## src/hw/rtl/ptdt_pkg.sv

```systemverilog
// Shared types and constants of the periodic task dispatch table.
package ptdt_pkg;

    localparam int MAX_TASKS_DEF = 8;

    localparam logic [15:0] TICK_DIV_RESET = 16'd1;
    localparam logic [6:0]  DISABLED_PRIO  = 7'd99;

    typedef enum logic [1:0] {
        OP_TICK   = 2'd0,
        OP_ADD    = 2'd1,
        OP_REMOVE = 2'd2
    } op_t;

    typedef enum logic [1:0] {
        ST_IDLE,
        ST_WALK,
        ST_DONE,
        ST_SORT
    } state_t;

    typedef struct packed {
        logic [15:0] period;
        logic [15:0] remaining;
        logic [6:0]  prio;
        logic [7:0]  id;
    } entry_t;

    typedef struct packed {
        logic        rotate;
        logic        walk;
        logic        cmp;
        logic        add;
        logic        remove;
        logic [15:0] period;
        logic [6:0]  prio;
        logic [7:0]  id;
    } tbl_cmd_t;

    typedef struct packed {
        logic       fire;
        logic       swap;
        logic [7:0] id;
    } head_stat_t;

endpackage

```

## src/hw/rtl/ptdt_table.sv

```systemverilog
// Rotating task table with one shared decrement and compare unit at its head.
module ptdt_table #(
    parameter int NUM = ptdt_pkg::MAX_TASKS_DEF,
    localparam int IDX_W = (NUM > 1) ? $clog2(NUM) : 1,
    localparam int CNT_W = $clog2(NUM + 1)
) (
    input  logic                 clk,
    input  ptdt_pkg::tbl_cmd_t   cmd,
    input  logic [IDX_W-1:0]     add_idx,
    input  logic [CNT_W-1:0]     used,
    output ptdt_pkg::head_stat_t stat
);

    localparam int SECOND = (NUM > 1) ? 1 : 0;

    ptdt_pkg::entry_t tbl_reg  [NUM];
    ptdt_pkg::entry_t tbl_next [NUM];

    ptdt_pkg::entry_t head;
    ptdt_pkg::entry_t nxt;
    ptdt_pkg::entry_t head_upd;
    ptdt_pkg::entry_t new_ent;
    logic [15:0]      dec;
    logic             fire_now;
    logic             swap_now;

    // Shared unit: count down the head entry, or compare the head pair
    always_comb
    begin
        head     = tbl_reg[0];
        nxt      = tbl_reg[SECOND];
        dec      = head.remaining - 16'd1;
        fire_now = cmd.walk && (dec == 16'd0) && (head.prio != ptdt_pkg::DISABLED_PRIO);
        swap_now = cmd.cmp && (head.prio < nxt.prio);
        head_upd = head;
        if (cmd.walk)
        begin
            head_upd.remaining = fire_now ? head.period : dec;
        end
        stat.fire = fire_now;
        stat.swap = swap_now;
        stat.id   = head.id;
    end

    always_comb
    begin
        new_ent.period    = cmd.period;
        new_ent.remaining = cmd.period;
        new_ent.prio      = cmd.prio;
        new_ent.id        = cmd.id;
        for (int i = 0; i < NUM; i++)
        begin
            tbl_next[i] = tbl_reg[i];
        end
        if (cmd.rotate)
        begin
            for (int i = 0; i < NUM; i++)
            begin
                tbl_next[i] = tbl_reg[(i + 1) % NUM];
            end
            // the larger of the head pair drops to the tail, the smaller moves on
            if (swap_now)
            begin
                tbl_next[NUM-1] = nxt;
                tbl_next[0]     = head;
            end
            else
            begin
                tbl_next[NUM-1] = head_upd;
            end
        end
        if (cmd.add)
        begin
            for (int i = 0; i < NUM; i++)
            begin
                if (IDX_W'(i) == add_idx)
                begin
                    tbl_next[i] = new_ent;
                end
            end
        end
        if (cmd.remove)
        begin
            for (int i = 0; i < NUM; i++)
            begin
                if ((CNT_W'(i) < used) && (tbl_reg[i].id == cmd.id))
                begin
                    tbl_next[i].prio = ptdt_pkg::DISABLED_PRIO;
                end
            end
        end
    end

    always_ff @(posedge clk)
    begin
        for (int i = 0; i < NUM; i++)
        begin
            tbl_reg[i] <= tbl_next[i];
        end
    end

endmodule

```

## src/hw/rtl/periodic_task_dispatch_table_core.sv

```systemverilog
// Top level of the periodic task dispatch table: sequencer, prescaler and result register.
//
// Usage:
//   Requests enter on start/op/period/priority_req/task_id and are taken at a
//   clock edge where start is high and busy is low. op selects a raw tick, an
//   add or a remove by id. Results leave on accepted/fired/fired_id/last, each
//   shown for exactly one cycle with strobe high; the receiver cannot stall
//   them. last marks the final result of a request.
//   tick_divider is written through cfg_valid/cfg_data; cfg_ready is always
//   high. Write it only while the block is idle.
// Timing:
//   Add, remove, an unused op and a raw tick that does not complete a
//   scheduler tick: one result in the cycle after the request. A scheduler
//   tick rotates the whole table past the shared count-down unit, one entry
//   per cycle, with busy held throughout; fired ids stream out in table
//   order, and the final result comes in the same cycle that busy drops.
//   An add is followed by bubble-sort passes, each a full rotation of the
//   table, up to one pass per used entry, with busy held throughout.
// Reset:
//   rst_n clears the sequencer, prescaler, used count and tick_divider (to 1).
//   Table entries beyond the used count are never read, so need no clearing.
module periodic_task_dispatch_table_core #(
    parameter int MAX_TASKS = ptdt_pkg::MAX_TASKS_DEF
) (
    input  logic        clk,
    input  logic        rst_n,
    input  logic        start,
    output logic        busy,
    input  logic [1:0]  op,
    input  logic [15:0] period,
    input  logic [6:0]  priority_req,
    input  logic [7:0]  task_id,
    input  logic        cfg_valid,
    output logic        cfg_ready,
    input  logic [15:0] cfg_data,
    output logic        strobe,
    output logic        accepted,
    output logic        fired,
    output logic [7:0]  fired_id,
    output logic        last
);

    localparam int IDX_W = (MAX_TASKS > 1) ? $clog2(MAX_TASKS) : 1;
    localparam int CNT_W = $clog2(MAX_TASKS + 1);

    ptdt_pkg::state_t     state_reg, state_next;
    logic [IDX_W-1:0]     step_reg, step_next;
    logic [CNT_W-1:0]     used_reg, used_next;
    logic [15:0]          pcount_reg, pcount_next;
    logic [15:0]          tdiv_reg;
    logic                 swapped_reg, swapped_next;
    logic                 pend_reg, pend_next;
    logic [7:0]           pend_id_reg, pend_id_next;

    logic                 strobe_reg, strobe_next;
    logic                 acc_reg, acc_next;
    logic                 fired_reg, fired_next;
    logic [7:0]           id_reg, id_next;
    logic                 last_reg, last_next;

    ptdt_pkg::tbl_cmd_t   cmd;
    ptdt_pkg::head_stat_t stat;
    logic [15:0]          pcount_inc;
    logic                 last_step;

    assign busy      = (state_reg != ptdt_pkg::ST_IDLE);
    assign cfg_ready = 1'b1;
    assign strobe    = strobe_reg;
    assign accepted  = acc_reg;
    assign fired     = fired_reg;
    assign fired_id  = id_reg;
    assign last      = last_reg;

    assign pcount_inc = pcount_reg + 16'd1;
    assign last_step  = (step_reg == IDX_W'(MAX_TASKS - 1));

    ptdt_table #(
        .NUM (MAX_TASKS)
    ) u_table (
        .clk     (clk),
        .cmd     (cmd),
        .add_idx (used_reg[IDX_W-1:0]),
        .used    (used_reg),
        .stat    (stat)
    );

    always_comb
    begin
        state_next   = state_reg;
        step_next    = step_reg;
        used_next    = used_reg;
        pcount_next  = pcount_reg;
        swapped_next = swapped_reg;
        pend_next    = pend_reg;
        pend_id_next = pend_id_reg;

        strobe_next  = 1'b0;
        acc_next     = 1'b1;
        fired_next   = 1'b0;
        id_next      = 8'd0;
        last_next    = 1'b1;

        cmd          = '0;
        cmd.period   = period;
        cmd.prio     = priority_req;
        cmd.id       = task_id;

        unique case (state_reg)
            ptdt_pkg::ST_IDLE:
            begin
                if (start)
                begin
                    strobe_next = 1'b1;
                    unique case (op)
                        ptdt_pkg::OP_TICK:
                        begin
                            if (pcount_inc == tdiv_reg)
                            begin
                                // scheduler tick: walk the table, report later
                                pcount_next = 16'd0;
                                strobe_next = 1'b0;
                                pend_next   = 1'b0;
                                step_next   = '0;
                                state_next  = ptdt_pkg::ST_WALK;
                            end
                            else
                            begin
                                pcount_next = pcount_inc;
                            end
                        end
                        ptdt_pkg::OP_ADD:
                        begin
                            if (used_reg >= CNT_W'(MAX_TASKS))
                            begin
                                acc_next = 1'b0;
                            end
                            else
                            begin
                                // append, then sort the used entries again
                                cmd.add      = 1'b1;
                                used_next    = used_reg + 1'b1;
                                step_next    = '0;
                                swapped_next = 1'b0;
                                state_next   = ptdt_pkg::ST_SORT;
                            end
                        end
                        ptdt_pkg::OP_REMOVE:
                        begin
                            cmd.remove = 1'b1;
                        end
                        default:
                        begin
                            // unused op: answer only
                        end
                    endcase
                end
            end

            ptdt_pkg::ST_WALK:
            begin
                cmd.rotate = 1'b1;
                cmd.walk   = (CNT_W'(step_reg) < used_reg);
                if (stat.fire)
                begin
                    // hold the newest fire, release the one before it
                    if (pend_reg)
                    begin
                        strobe_next = 1'b1;
                        fired_next  = 1'b1;
                        id_next     = pend_id_reg;
                        last_next   = 1'b0;
                    end
                    pend_next    = 1'b1;
                    pend_id_next = stat.id;
                end
                step_next = step_reg + 1'b1;
                if (last_step)
                begin
                    step_next  = '0;
                    state_next = ptdt_pkg::ST_DONE;
                end
            end

            ptdt_pkg::ST_DONE:
            begin
                strobe_next = 1'b1;
                fired_next  = pend_reg;
                id_next     = pend_reg ? pend_id_reg : 8'd0;
                pend_next   = 1'b0;
                state_next  = ptdt_pkg::ST_IDLE;
            end

            ptdt_pkg::ST_SORT:
            begin
                cmd.rotate = 1'b1;
                cmd.cmp    = ((CNT_W'(step_reg) + 1'b1) < used_reg);
                if (stat.swap)
                begin
                    swapped_next = 1'b1;
                end
                step_next = step_reg + 1'b1;
                if (last_step)
                begin
                    step_next    = '0;
                    swapped_next = 1'b0;
                    // another pass only if this one moved something
                    if (!(swapped_reg || stat.swap))
                    begin
                        state_next = ptdt_pkg::ST_IDLE;
                    end
                end
            end

            default:
            begin
                state_next = ptdt_pkg::ST_IDLE;
            end
        endcase
    end

    always_ff @(posedge clk or negedge rst_n)
    begin
        if (!rst_n)
        begin
            state_reg   <= ptdt_pkg::ST_IDLE;
            step_reg    <= '0;
            used_reg    <= '0;
            pcount_reg  <= 16'd0;
            tdiv_reg    <= ptdt_pkg::TICK_DIV_RESET;
            swapped_reg <= 1'b0;
            pend_reg    <= 1'b0;
            strobe_reg  <= 1'b0;
        end
        else
        begin
            state_reg   <= state_next;
            step_reg    <= step_next;
            used_reg    <= used_next;
            pcount_reg  <= pcount_next;
            swapped_reg <= swapped_next;
            pend_reg    <= pend_next;
            strobe_reg  <= strobe_next;
            if (cfg_valid && cfg_ready)
            begin
                tdiv_reg <= cfg_data;
            end
        end
    end

    always_ff @(posedge clk)
    begin
        pend_id_reg <= pend_id_next;
        acc_reg     <= acc_next;
        fired_reg   <= fired_next;
        id_reg      <= id_next;
        last_reg    <= last_next;
    end

endmodule

```

## config.mk

```make
export PLATFORM = sky130hd
export DESIGN_NAME = periodic_task_dispatch_table_core
export DESIGN_NICKNAME = d
export VERILOG_FILES = /design/src/hw/rtl/ptdt_pkg.sv /design/src/hw/rtl/ptdt_table.sv /design/src/hw/rtl/periodic_task_dispatch_table_core.sv
export SDC_FILE = /design/constraint.sdc
export NUM_CORES = 1
export LEC_CHECK = 0
export BUFFER_PORTS_ARGS = -buffer_cell sky130_fd_sc_hd__buf_4
export CAP_MARGIN = 25
export CORE_MARGIN = 3
export CORE_UTILIZATION = 57
export CTS_CLUSTER_DIAMETER = 60
export CTS_CLUSTER_SIZE = 8
export DETAILED_ROUTE_END_ITERATION = 12
export MAX_ROUTING_LAYER = met4
export PLACE_DENSITY_LB_ADDON = 0.25
export SLEW_MARGIN = 20
export SYNTH_ARGS = -nofsm -noshare
export SYNTH_HDL_FRONTEND = slang
export SYNTH_SLANG_ARGS = --single-unit
```

## constraint.sdc

```tcl
create_clock -name clk -period 3.35 [get_ports clk]
set_input_delay 0.67 -clock clk [delete_from_list [all_inputs] [get_ports clk]]
set_output_delay 0.67 -clock clk [all_outputs]
set_load 0.05 [all_outputs]
```

Word level (Yosys, flattened, before mapping)
Memory sizes are Yosys's and may differ from the RTL's.
Cells that the tools add are included.

cells by class
  add/sub/neg operators = 5
  $lt $le $gt $ge = 12
  equality and inequality tests = 36
  muxes and demuxes = 75
  bitwise gates (word level) = 1
  reductions and logical operators = 29

operator list
  kind                   number
  $mux 376               2
  $mux 47                10
  $mux 7                 16
  $eq 8x8->1             8
  $mux 16                3
  $mux 1                 21
  $add 16x1->16 const B  1
  $eq 16x16->1           1
  $logic_not 16->1       1
  $lt 3x4->1 const A     4
  $mux 2                 8
  $mux 8                 2
  $pmux 8 s2             1
  $sub 16x1->16 const B  1
  $reduce_and 5->1       3
  $eq 3x3->1 const A     4
  $mux 3                 4
  $ne 2x2->1 const B     6
  $pmux 3 s2             2
  $logic_and 1x1->1      11
  $lt 1x4->1 const A     2
  $lt 2x4->1 const A     2
  $pmux 2 s4             1
  $lt 7x7->1             1
  30 further kinds       43

storage, ports and cells
  register bits = 63
  RAM bits = 376
  output and inout port bits = 14
  logic and storage cells = 172
  memories kept = 1

memories
  name             words  bits a word  read ports  clocked after Yosys merged registers in  wr ports  RTL line          text
  u_table.tbl_reg  8      47           8           0                                        8         ptdt_table.sv:16  ptdt_pkg::entry_t tbl_reg [NUM];

Logic depth before layout (Yosys ltp)
Gate-level depths: netlist of run 1.
An unclocked memory read counts as a cell.

  depth in word-level cells = 13
  gate-level depth with buffers = 13
  depth with buffers taken out = 10

Modules after synthesis
A second synthesis of run 1 with hierarchy kept.

unflattened totals
  cell total of the unflattened synthesis = 2317
  area, all modules = 20708.6 um2

by module, submodules not included
  module                             times used  cells an instance  area each (um2)  sequential area each (um2)
  ptdt_table                         1           1987               17230.3          7527.2
  periodic_task_dispatch_table_core  1           330                3478.3           1562.7

Worst setup path after synthesis of run 1
OpenSTA, ideal clock, no wires.

  path type = register -> register
  start point = reg state_reg[0]
  end point = mem u_table.tbl_reg[1][169] (netlist name)
  setup time = 0.087 ns
  data arrival time = 2.796 ns
  slack = 0.467 ns
  stages on the path, launching flop included = 13
  path buffers = 4
  period minus slack after synthesis = 2.883 ns
  cells stage by stage = dfrtp_1 -> clkbuf_1 -> buf_1 -> inv_1 -> ha_1 -> nand2_1 -> nor3_1 -> and2_1 -> clkbuf_1 -> nor2_1 -> clkbuf_1 -> o21ai_0 -> o31ai_1

RTL lines
  item                    RTL line                                  text
  start, declared         periodic_task_dispatch_table_core.sv:46   ptdt_pkg::state_t state_reg, state_next;
  start signal, assigned  periodic_task_dispatch_table_core.sv:225  state_reg <= ptdt_pkg::ST_IDLE;
  start signal, assigned  periodic_task_dispatch_table_core.sv:236  state_reg <= state_next;
  end, declared           ptdt_table.sv:16

==> results of run 1 <==
power by group through the flow:
stage,sequential (W),combinational (W),clock (W)
floorplan,0.00892,0.00562,0
global placement,0.00944,0.00647,0
detailed placement,0.00953,0.00678,0
CTS,0.00945,0.00683,0.00569
global route,0.00977,0.00772,0.00590
finish,0.00950,0.00689,0.00558
worst max-delay path: stages (launching register included):
cell and delay (ns):
dfrtp_1 0.43, ha_1 0.23, ha_1 0.31, ha_1 0.29, o21a_1 0.11, o21a_1 0.22, nor4_2 0.19, buf_4 0.18
buf_4 0.32, buf_4 0.29, nand2_1 0.07, o311ai_0 0.11, o211ai_1 0.16, o211ai_1 0.13
metal layers:
layer | GRT usage | routed length (um) | vias to the layer above
met5 | - | 0 | -
met4 | 0.0842 | 1120 | 0
met3 | 0.0326 | 2900 | 90
met2 | 0.425 | 23500 | 503
met1 | 0.339 | 22300 | 7945
li1 | - | - | 8101
kinds of logic after synthesis:
group	synth area share
xor+xnor	0.0389
compound gates	0.170
fa+ha+maj	0.0165
flops	0.444
mux	0.150
buf+inv	0.0413
simple gates	0.140
other cells	0.000183
cells in the final DEF, fill, tap and decap left out, types with 4 or more instances in the layout:
cell         n
nand2_1    292
nand2_2      5
inv_1       25
nand4_2      4
nor4_1      15
o31ai_1      7
mux2_2      15
and2_1       9
nand3_1     32
and3_1       6
edfxtp_1     8
xor2_1      44
a31oi_1     43
o221ai_1    10
buf_4      106
dfrtp_1     42
clkbuf_16   62
buf_12       5
a211oi_1     7
dfxtp_1    387
nand4_1     15
nor3_1      17
nor2_1     196
nand2b_1     4
or3_1        5
a21oi_1    317
o21ai_0     94
o211ai_1    29
xnor2_1     45
mux2i_1    286
o211a_1     24
o21a_1       7
ha_1        27
a22oi_1      6
clkbuf_1    11
per-stage QoR:
step                      setup WS (ns)  utilization  cells
after floorplan                   0.467            -   2300
after global placement            0.121        0.608   2678
after detailed placement         0.0971        0.608   2678
after CTS                        0.0797        0.657   2755
after global routing             0.0208        0.658   2759
final                             0.235        0.658   2759
path summary, 6_finish.rpt:
check / startpoint / endpoint / slack [ns]
min reg2reg: pend_id_reg[5]$_DFFE_PP_ / fired_id[5]$_DFF_P_ / 0.44
max in group asynchronous: rst_n / state_reg[0]$_DFFE_PN0P_ / 2.83
min: rst_n / used_reg[0]$_DFFE_PN0P_ / 0.07
max reg2reg: step_reg[0]$_DFFE_PN0P_ / u_table.tbl_reg[1][157]$_DFF_P_ / 0.24
min in group clk: cfg_data[6] / tdiv_reg[6]$_DFFE_PN0P_ / 0.30
max: step_reg[0]$_DFFE_PN0P_ / u_table.tbl_reg[1][157]$_DFF_P_ / 0.24
layout make-up:
type	count	area (um2)
Fill cell	2787	11900
Multi-Input combinational cell	1649	10600
Sequential cell	439	9090
Clock buffer	73	1590
Timing Repair Buffer	112	923
Tap cell	455	569
Clock inverter	4	98.8
Inverter	25	93.8
Antenna cell	2	5.00
==> run_results.csv, run 1 <==
group,metric,value,unit
clocking,ctsHoldBuffers,0,
floorplanning,die_h,196,um
cells_and_area,final_area,0.0230,mm2
global_route,gr-total-overflow,0,
routing,drtAntennaViolNets,0,
clocking,insertion_delay,0.60,ns
worst_setup_path,critPathKind,"reg2reg",
yosys,synth.ff_latch_count,439,
worst_setup_path,crit_path_start_kind,"flip-flop",
sta,slew-limit-headroom,0.350,
cells_and_area,largest_reg_flops,376,
global_route,antenna_found_initial,2,
routing,vias,16600,
yosys,syn_avg_cell_area,8.90,um2
clocking,cts_max_path_buffers,3,
routing,totalWireLength,49.8,mm
place,placed_area,0.0213,mm2
sta,setup_viol,0,
global_route,grt_pass1_vias,16000,
pwr,p_seq_frac,0.432,
clocking,cts-root-buf,"clkbuf_16",
yosys,syn_nets,2380,
pwr,vdd_drop_max,0.588,mV
pwr,p_switching,0.00745,W
sta,worstMarginPinSlew,0.975,ns
floorplanning,io_pins,67,
cells_and_area,drive_above_1_share,0.103,
sta,skew,0.0130,ns
worst_setup_path,worst_ep_required_time,3.87,ns
routing,firstDrtPassIters,5,
pwr,power,0.0220,W
worst_setup_path,worst_r2r_path_depth,13,
cells_and_area,syn2layout_area_growth,12.4,%
clocking,clk_pin_slew,0.06,ns
place,gp_congestion,0.849,
global_route,track_usage,0.261,
yosys,async_flop_share,0.100,
sta,fmax,321,MHz
worst_setup_path,path_max_fanout,17,
yosys,yosys_warnings,0,
floorplanning,start_util,0.586,
sta,final.period_utilization,0.930,
floorplanning,dieArea,0.0382,mm2
sta,hold_ws,0.0729,ns
clocking,cts.htree.levels,2,
clocking,cts_setup_buffers,0,
yosys,synth_commonest_cells,"387 x dfxtp_1, 317 x a21oi_1, 296 x nand2_1",
floorplanning,fp.dieW,196,um
floorplanning,core_area,0.0350,mm2
global_route,grt_pass1_wl,81.1,mm
sta,grt_setup_unrepaired,"no",
clocking,clock_sinks,439,
sta,period_minus_slack,3.11,ns
yosys,seq_area_frac_synth,0.444,
yosys,synth_edf_count,8,
pwr,power_density,954,mW/mm2
routing,first_iter_violations,1262,
pwr,swShare,0.339,
worst_setup_path,critPathCaptureType,"flip-flop",
pwr,p_leak,9.04,nW
cells_and_area,fin_nets,2368,
yosys,yosysMostFrequentCell,"dfxtp_1",
pwr,p_comb_frac,0.314,
yosys,yosys.area.top_type,"dfxtp_1",
yosys,dominantRegCellSynth,"dfxtp_1",
yosys,syn-instance-count,2300,
yosys,yosysUniqueCellTypes,84,
clocking,cts_tree,"done",
hold_path,hold_path_class,"in2async",
sta,slew_viol_final,0,
clocking,numCtsBuffers,61,
yosys,synth_area_leaders,"dfxtp_1 38%, mux2i_1 14%, a21oi_1 7.7%",
routing,wire_per_inst,18.1,um
worst_setup_path,arrival,3.64,ns
global_route,grt_max_degree,139,
clocking,post_cts_resized,0,
pwr,clock_power_share,0.254,
routing,vias_per_cell,6.03,
floorplanning,row_count,68,
sta,hold_viol_final,0,
place,hpwlAfterDp,32.2,mm
sta,tns,0,ns
outcome,status,"finished clean",
pwr,p_int,0.0145,W
job,drv_cap,0,
place,io_buffers,65,
yosys,syn-cell-area,0.0205,mm2
yosys,synth_top_area_frac,0.378,
routing,remaining_drc_errors,0,
Power figures use the tool's default switching activity.
==> run 2, diff against run 1 <==
--- a/config.mk
+++ b/config.mk
@@ -8,7 +8,7 @@
 export BUFFER_PORTS_ARGS = -buffer_cell sky130_fd_sc_hd__buf_4
 export CAP_MARGIN = 25
 export CORE_MARGIN = 3
-export CORE_UTILIZATION = 57
+export CORE_UTILIZATION = 50
 export CTS_CLUSTER_DIAMETER = 60
 export CTS_CLUSTER_SIZE = 8
 export DETAILED_ROUTE_END_ITERATION = 12
==> run 2 against run 1 <==
Effect of this change:
- register-to-register slack got worse by 0.03 ns
- final cell count up 2.5%
- sequential share of layout area about the same
- wire length grew 1.2%
- first-iteration DRC count is 2.0% higher
- clock-buffer cell count is the same
- combinational power down 0.9%
- die area is 14% higher
==> run_results.csv, run 2 (synthesized netlist as in run 1, its figures left out) <==
group,metric,value,unit
place,hpwlAfterDp,33.2,mm
floorplanning,row_count,73,
global_route,use_met1,0.307,
routing,firstDrtPassIters,5,
global_route,track_usage,0.233,
place,io_buffers,65,
clocking,cts.htree.levels,2,
outcome,status,"finished clean",
pwr,power,0.0217,W
sta,tns,0,ns
worst_setup_path,critPathKind,"reg2reg",
routing,totalWireLength,50.4,mm
cells_and_area,syn2layout_area_growth,12.3,%
clocking,numCtsBuffers,60,
pwr,p_leak,8.99,nW
worst_setup_path,r2r_start,"step_reg[0]$_DFFE_PN0P_",
worst_setup_path,crit_path_end,"u_table.tbl_reg[1][170]$_DFF_P_",
worst_setup_path,crit_path_start_kind,"flip-flop",
global_route,gr-total-overflow,0,
sta,hold_viol_final,0,
global_route,antenna_found_initial,2,
worst_setup_path,worst_r2r_path_depth,11,
pwr,power_density,943,mW/mm2
floorplanning,start_util,0.511,
worst_setup_path,critPathCaptureType,"flip-flop",
job,drv_cap,0,
routing,drtAntennaViolNets,0,
routing,remaining_drc_errors,0,
sta,period_minus_slack,3.14,ns
global_route,met2_usage,0.372,
clocking,clk_pin_slew,0.06,ns
clocking,cts_tree,"done",
cells_and_area,register_area,0.00909,mm2
cells_and_area,largest_reg_flops,376,
global_route,grt_pass1_wl,82.4,mm
worst_setup_path,critPathLaunch,"step_reg[0]$_DFFE_PN0P_",
place,gp_congestion,0.864,
place,placed_area,0.0214,mm2
worst_setup_path,worst_ep_required_time,3.83,ns
cells_and_area,layout_common_cells,"387 x dfxtp_1, 317 x a21oi_1, 292 x nand2_1",
cells_and_area,multiInputGateArea,0.0106,mm2
global_route,grt_pass1_vias,15900,
sta,skew,0.0239,ns
worst_setup_path,path_max_fanout,28,
floorplanning,dieArea,0.0434,mm2
sta,slew_viol_final,0,
cells_and_area,fin_nets,2366,
routing,first_iter_violations,1287,
floorplanning,fp.dieW,208,um
cells_and_area,final_common_cell,"dfxtp_1",
clocking,cts-root-buf,"clkbuf_16",
worst_setup_path,reg2reg_to,"u_table.tbl_reg[1][170]$_DFF_P_",
sta,final.period_utilization,0.938,
worst_setup_path,arrival,3.62,ns
hold_path,hold_path_class,"in2async",
clocking,insertion_delay,0.61,ns
global_route,grt_max_degree,148,
global_route,met3_usage,0.0351,
cells_and_area,final_core_util,0.574,
floorplanning,die_h,208,um
sta,slew-limit-headroom,0.269,
worst_setup_path,r2r_setup_slack,0.21,ns
floorplanning,io_pins,67,
routing,vias,16500,
cells_and_area,drive_above_1_share,0.101,
clocking,clock_sinks,439,
sta,grt_setup_unrepaired,"no",
floorplanning,core_area,0.0401,mm2
sta,worstMarginPinSlew,1.10,ns
sta,fmax,318,MHz
clocking,cts_max_path_buffers,3,
pwr,vdd_drop_max,0.569,mV
cells_and_area,num-fill-cells,3528,
sta,setup_viol,0,
clocking,ctsHoldBuffers,0,
global_route,busiest_layer,"met2",
routing,wire_per_inst,17.8,um
cells_and_area,final_area,0.0230,mm2
routing,vias_per_cell,5.84,
run 2: worst min path at each step:
stage	to	cells past startpoint	slack [ns]	from
after global routing	pcount_reg[13]$_DFFE_PN0P_	1	0.11	rst_n
after detailed placement	fired_id[5]$_DFF_P_	1	0.44	pend_id_reg[5]$_DFFE_PP_
final	pcount_reg[13]$_DFFE_PN0P_	1	0.08	rst_n
after global placement	fired_id[5]$_DFF_P_	1	0.44	pend_id_reg[5]$_DFFE_PP_
after floorplan	pcount_reg[0]$_DFFE_PN0P_	0	0.37	rst_n
after CTS	tdiv_reg[3]$_DFFE_PN0P_	1	0.07	rst_n
run 2: what timing repair did:
item	CTS	global route
setup endpoints to repair	0	1
buffers inserted	0	0
endpoints found under the hold margin	0	0
resized for setup	0	2
run 2: layout make-up:
class                   count  share of cell area
diodes                      2            0.000218
clock inverters             3             0.00207
multi-input cells        1649               0.463
flip-flops and latches    439               0.395
well taps                 525              0.0286
inverters                  25             0.00408
clock buffers              73              0.0674
repair buffers            111              0.0395
run 2: through the flow:
step                worst slack (ns)  hold slack, ns  std cells
finish                         0.207          0.0843       2827
global route                  0.0171           0.110       2827
CTS                            0.200          0.0732       2824
detailed placement             0.238           0.440       2748
global placement               0.330           0.438       2748
floorplan                      0.467           0.374       2300
run 2: routing by layer:
metal | part of all wire | up-vias
met4 | 0.020 | 0
met3 | 0.054 | 79
met1 | 0.46 | 7896
met2 | 0.47 | 452
li1 | - | 8092
met5 | 0 | -
run 2: where the power goes:
group	total, W	switching, W	internal, W
clock network	0.00533	0.00215	0.00318
logic	0.00683	0.00343	0.00340
registers	0.00954	0.00186	0.00768
total	0.0217	0.00744	0.0143
run 2: critical path: stages, from the launching register on:
cell,delay [ns]
dfrtp_1,0.43
ha_1,0.35
ha_1,0.28
a21boi_0,0.12
o21a_1,0.18
o21a_1,0.22
or4_1,0.62
buf_4,0.33
o22ai_1,0.16
o21ai_0,0.12
o21ai_0,0.09
o21ai_0,0.10
==> run 3, diff against run 2 <==
--- a/config.mk
+++ b/config.mk
@@ -12,6 +12,7 @@
 export CTS_CLUSTER_DIAMETER = 60
 export CTS_CLUSTER_SIZE = 8
 export DETAILED_ROUTE_END_ITERATION = 12
+export GPL_ROUTABILITY_DRIVEN = 0
 export MAX_ROUTING_LAYER = met4
 export PLACE_DENSITY_LB_ADDON = 0.25
 export SLEW_MARGIN = 20
==> constraint.sdc (replaced) <==
create_clock -name clk -period 4 [get_ports clk]
set_input_delay 0.8 -clock clk [delete_from_list [all_inputs] [get_ports clk]]
set_output_delay 0.8 -clock clk [all_outputs]
set_load 0.05 [all_outputs]
==> run 3 against run 2 <==
Effect of this change:
- first-iteration DRC count decreased by 8.5%
- core utilization increased by 0.37 points
- non-clock buffer count decreased by 8
- via count decreased by 0.24%
- flip-flop and latch count unchanged
- fmax decreased by 7.0%
- largest power group unchanged
- clock skew increased by 0.0039 ns
==> run_results.csv, run 3 (synthesized netlist as in run 1, its figures left out) <==
group,metric,value,unit
clocking,cts_tree,"done",
routing,wire_per_inst,18.0,um
routing,drtAntennaViolNets,0,
worst_setup_path,critPathKind,"reg2reg",
routing,vias,16500,
cells_and_area,final_common_cell,"dfxtp_1",
routing,totalWireLength,50.9,mm
place,hpwlAfterDp,33.1,mm
global_route,gr-total-overflow,0,
place,io_buffers,65,
worst_setup_path,critPathCaptureType,"flip-flop",
clocking,numCtsBuffers,66,
pwr,p_leak,9.05,nW
floorplanning,start_util,0.511,
worst_setup_path,worst_ep_required_time,4.45,ns
sta,setup_viol,0,
sta,slew-limit-headroom,0.291,
sta,skew,0.0279,ns
outcome,status,"finished clean",
sta,grt_setup_unrepaired,"no",
clocking,post_cts_resized,0,
routing,remaining_drc_errors,0,
floorplanning,die_h,208,um
worst_setup_path,r2r_start,"pcount_reg[0]$_DFFE_PN0P_",
sta,hold_viol_final,0,
clocking,ctsHoldBuffers,0,
global_route,antenna_found_initial,2,
global_route,track_usage,0.237,
cells_and_area,fin_nets,2364,
floorplanning,dieArea,0.0434,mm2
floorplanning,io_pins,67,
clocking,cts.htree.levels,3,
cells_and_area,num-fill-cells,3456,
hold_path,hold_path_class,"in2async",
routing,first_iter_violations,1178,
floorplanning,core_area,0.0401,mm2
clocking,cts-root-buf,"clkbuf_16",
global_route,grt_max_degree,150,
global_route,grt_pass1_vias,16100,
global_route,grt_pass1_wl,83.7,mm
cells_and_area,drive_above_1_share,0.103,
place,dp_cells,2740,
pwr,power_density,807,mW/mm2
worst_setup_path,crit_path_start_kind,"flip-flop",
worst_setup_path,path_max_fanout,11,
floorplanning,fp.dieW,208,um
cells_and_area,layout_common_cells,"387 x dfxtp_1, 317 x a21oi_1, 292 x nand2_1",
sta,worstMarginPinSlew,1.06,ns
routing,vias_per_cell,5.82,
cells_and_area,largest_reg_flops,376,
sta,slew_viol_final,0,
clocking,cts_setup_buffers,0,
pwr,vdd_drop_max,0.466,mV
clocking,insertion_delay,0.57,ns
sta,tns,0,ns
clocking,cts_max_path_buffers,3,
sta,period_minus_slack,3.38,ns
worst_setup_path,critPathLaunch,"pcount_reg[0]$_DFFE_PN0P_",
cells_and_area,layout.cells.non_filler,2832,
sta,fmax,296,MHz
clocking,clock_sinks,439,
sta,hold_ws,0.241,ns
worst_setup_path,arrival,3.83,ns
job,drv_cap,0,
routing,firstDrtPassIters,5,
cells_and_area,syn2layout_area_growth,13.1,%
floorplanning,row_count,73,
clocking,clk_pin_slew,0.05,ns
sta,final.period_utilization,0.845,
worst_setup_path,worst_r2r_path_depth,10,
## run 3: cell count changes in the layout (fill, tap and decap cells not counted), sizes merged
cell | before | now
buf | 111 | 103
clkbuf | 73 | 81
clkinv | 1 | 4
inv | 27 | 29
## run 3: power by group
part / switching [W] / internal [W] / leakage, nW
combinational: 0.00286 / 0.00282 / 4.30
sequential: 0.00160 / 0.00644 / 3.85
clock: 0.00192 / 0.00305 / 0.894
## run 3: area by class of cell
| type | instances | area, um2 | area share |
|---|---|---|---|
| Clock inverter | 8 | 85.1 | 0.00368 |
| Timing Repair Buffer | 103 | 831 | 0.0359 |
| Multi-Input combinational cell | 1649 | 10600 | 0.459 |
| Clock buffer | 81 | 1750 | 0.0756 |
| Antenna cell | 2 | 5.00 | 0.000216 |
| Tap cell | 525 | 657 | 0.0284 |
| Inverter | 25 | 93.8 | 0.00405 |
| Sequential cell | 439 | 9090 | 0.393 |
## run 3: path summary, 6_finish.rpt
check                                           end  slack [ns]
min in group clk                fired_id[3]$_DFF_P_        0.44
hold / removal              used_reg[3]$_DFFE_PN0P_        0.24
setup reg to reg            step_reg[1]$_DFFE_PN0P_        0.62
max in group asynchronous  state_reg[0]$_DFFE_PN0P_        3.32
setup / recovery            step_reg[1]$_DFFE_PN0P_        0.62
hold reg to reg                 fired_id[3]$_DFF_P_        0.44
## run 3: critical path, stage by stage (launching register included)
cell and delay (ns):
dfrtp_1 0.46, ha_1 0.33, nand4_2 0.30, nor4_4 0.44, xnor2_1 0.17, nor2_1 0.07, a2111oi_2 0.39, buf_4 0.25
nor4b_4 0.33, o21bai_2 0.18, mux2_4 0.34
## run 3: routing by layer
layer	share of wire	track usage	up-vias
met1	0.46	0.314	7887
met5	0	-	-
met3	0.055	0.0446	76
met4	0.019	0.0639	0
li1	-	-	8096
met2	0.47	0.374	420
## run 3: metrics by stage
| stage | worst slack, ns | util | power, W | cell area, um2 |
|---|---|---|---|---|
| 2_1_floorplan | 1.12 | - | 0.0122 | 20500 |
| 3_3_place_gp | 0.810 | 0.531 | 0.0133 | 21300 |
| 3_5_place_dp | 0.726 | 0.531 | 0.0137 | 21300 |
| 4_1_cts | 0.631 | 0.577 | 0.0187 | 23100 |
| 5_1_grt | 0.397 | 0.577 | 0.0199 | 23200 |
| 6_report | 0.621 | 0.577 | 0.0187 | 23200 |
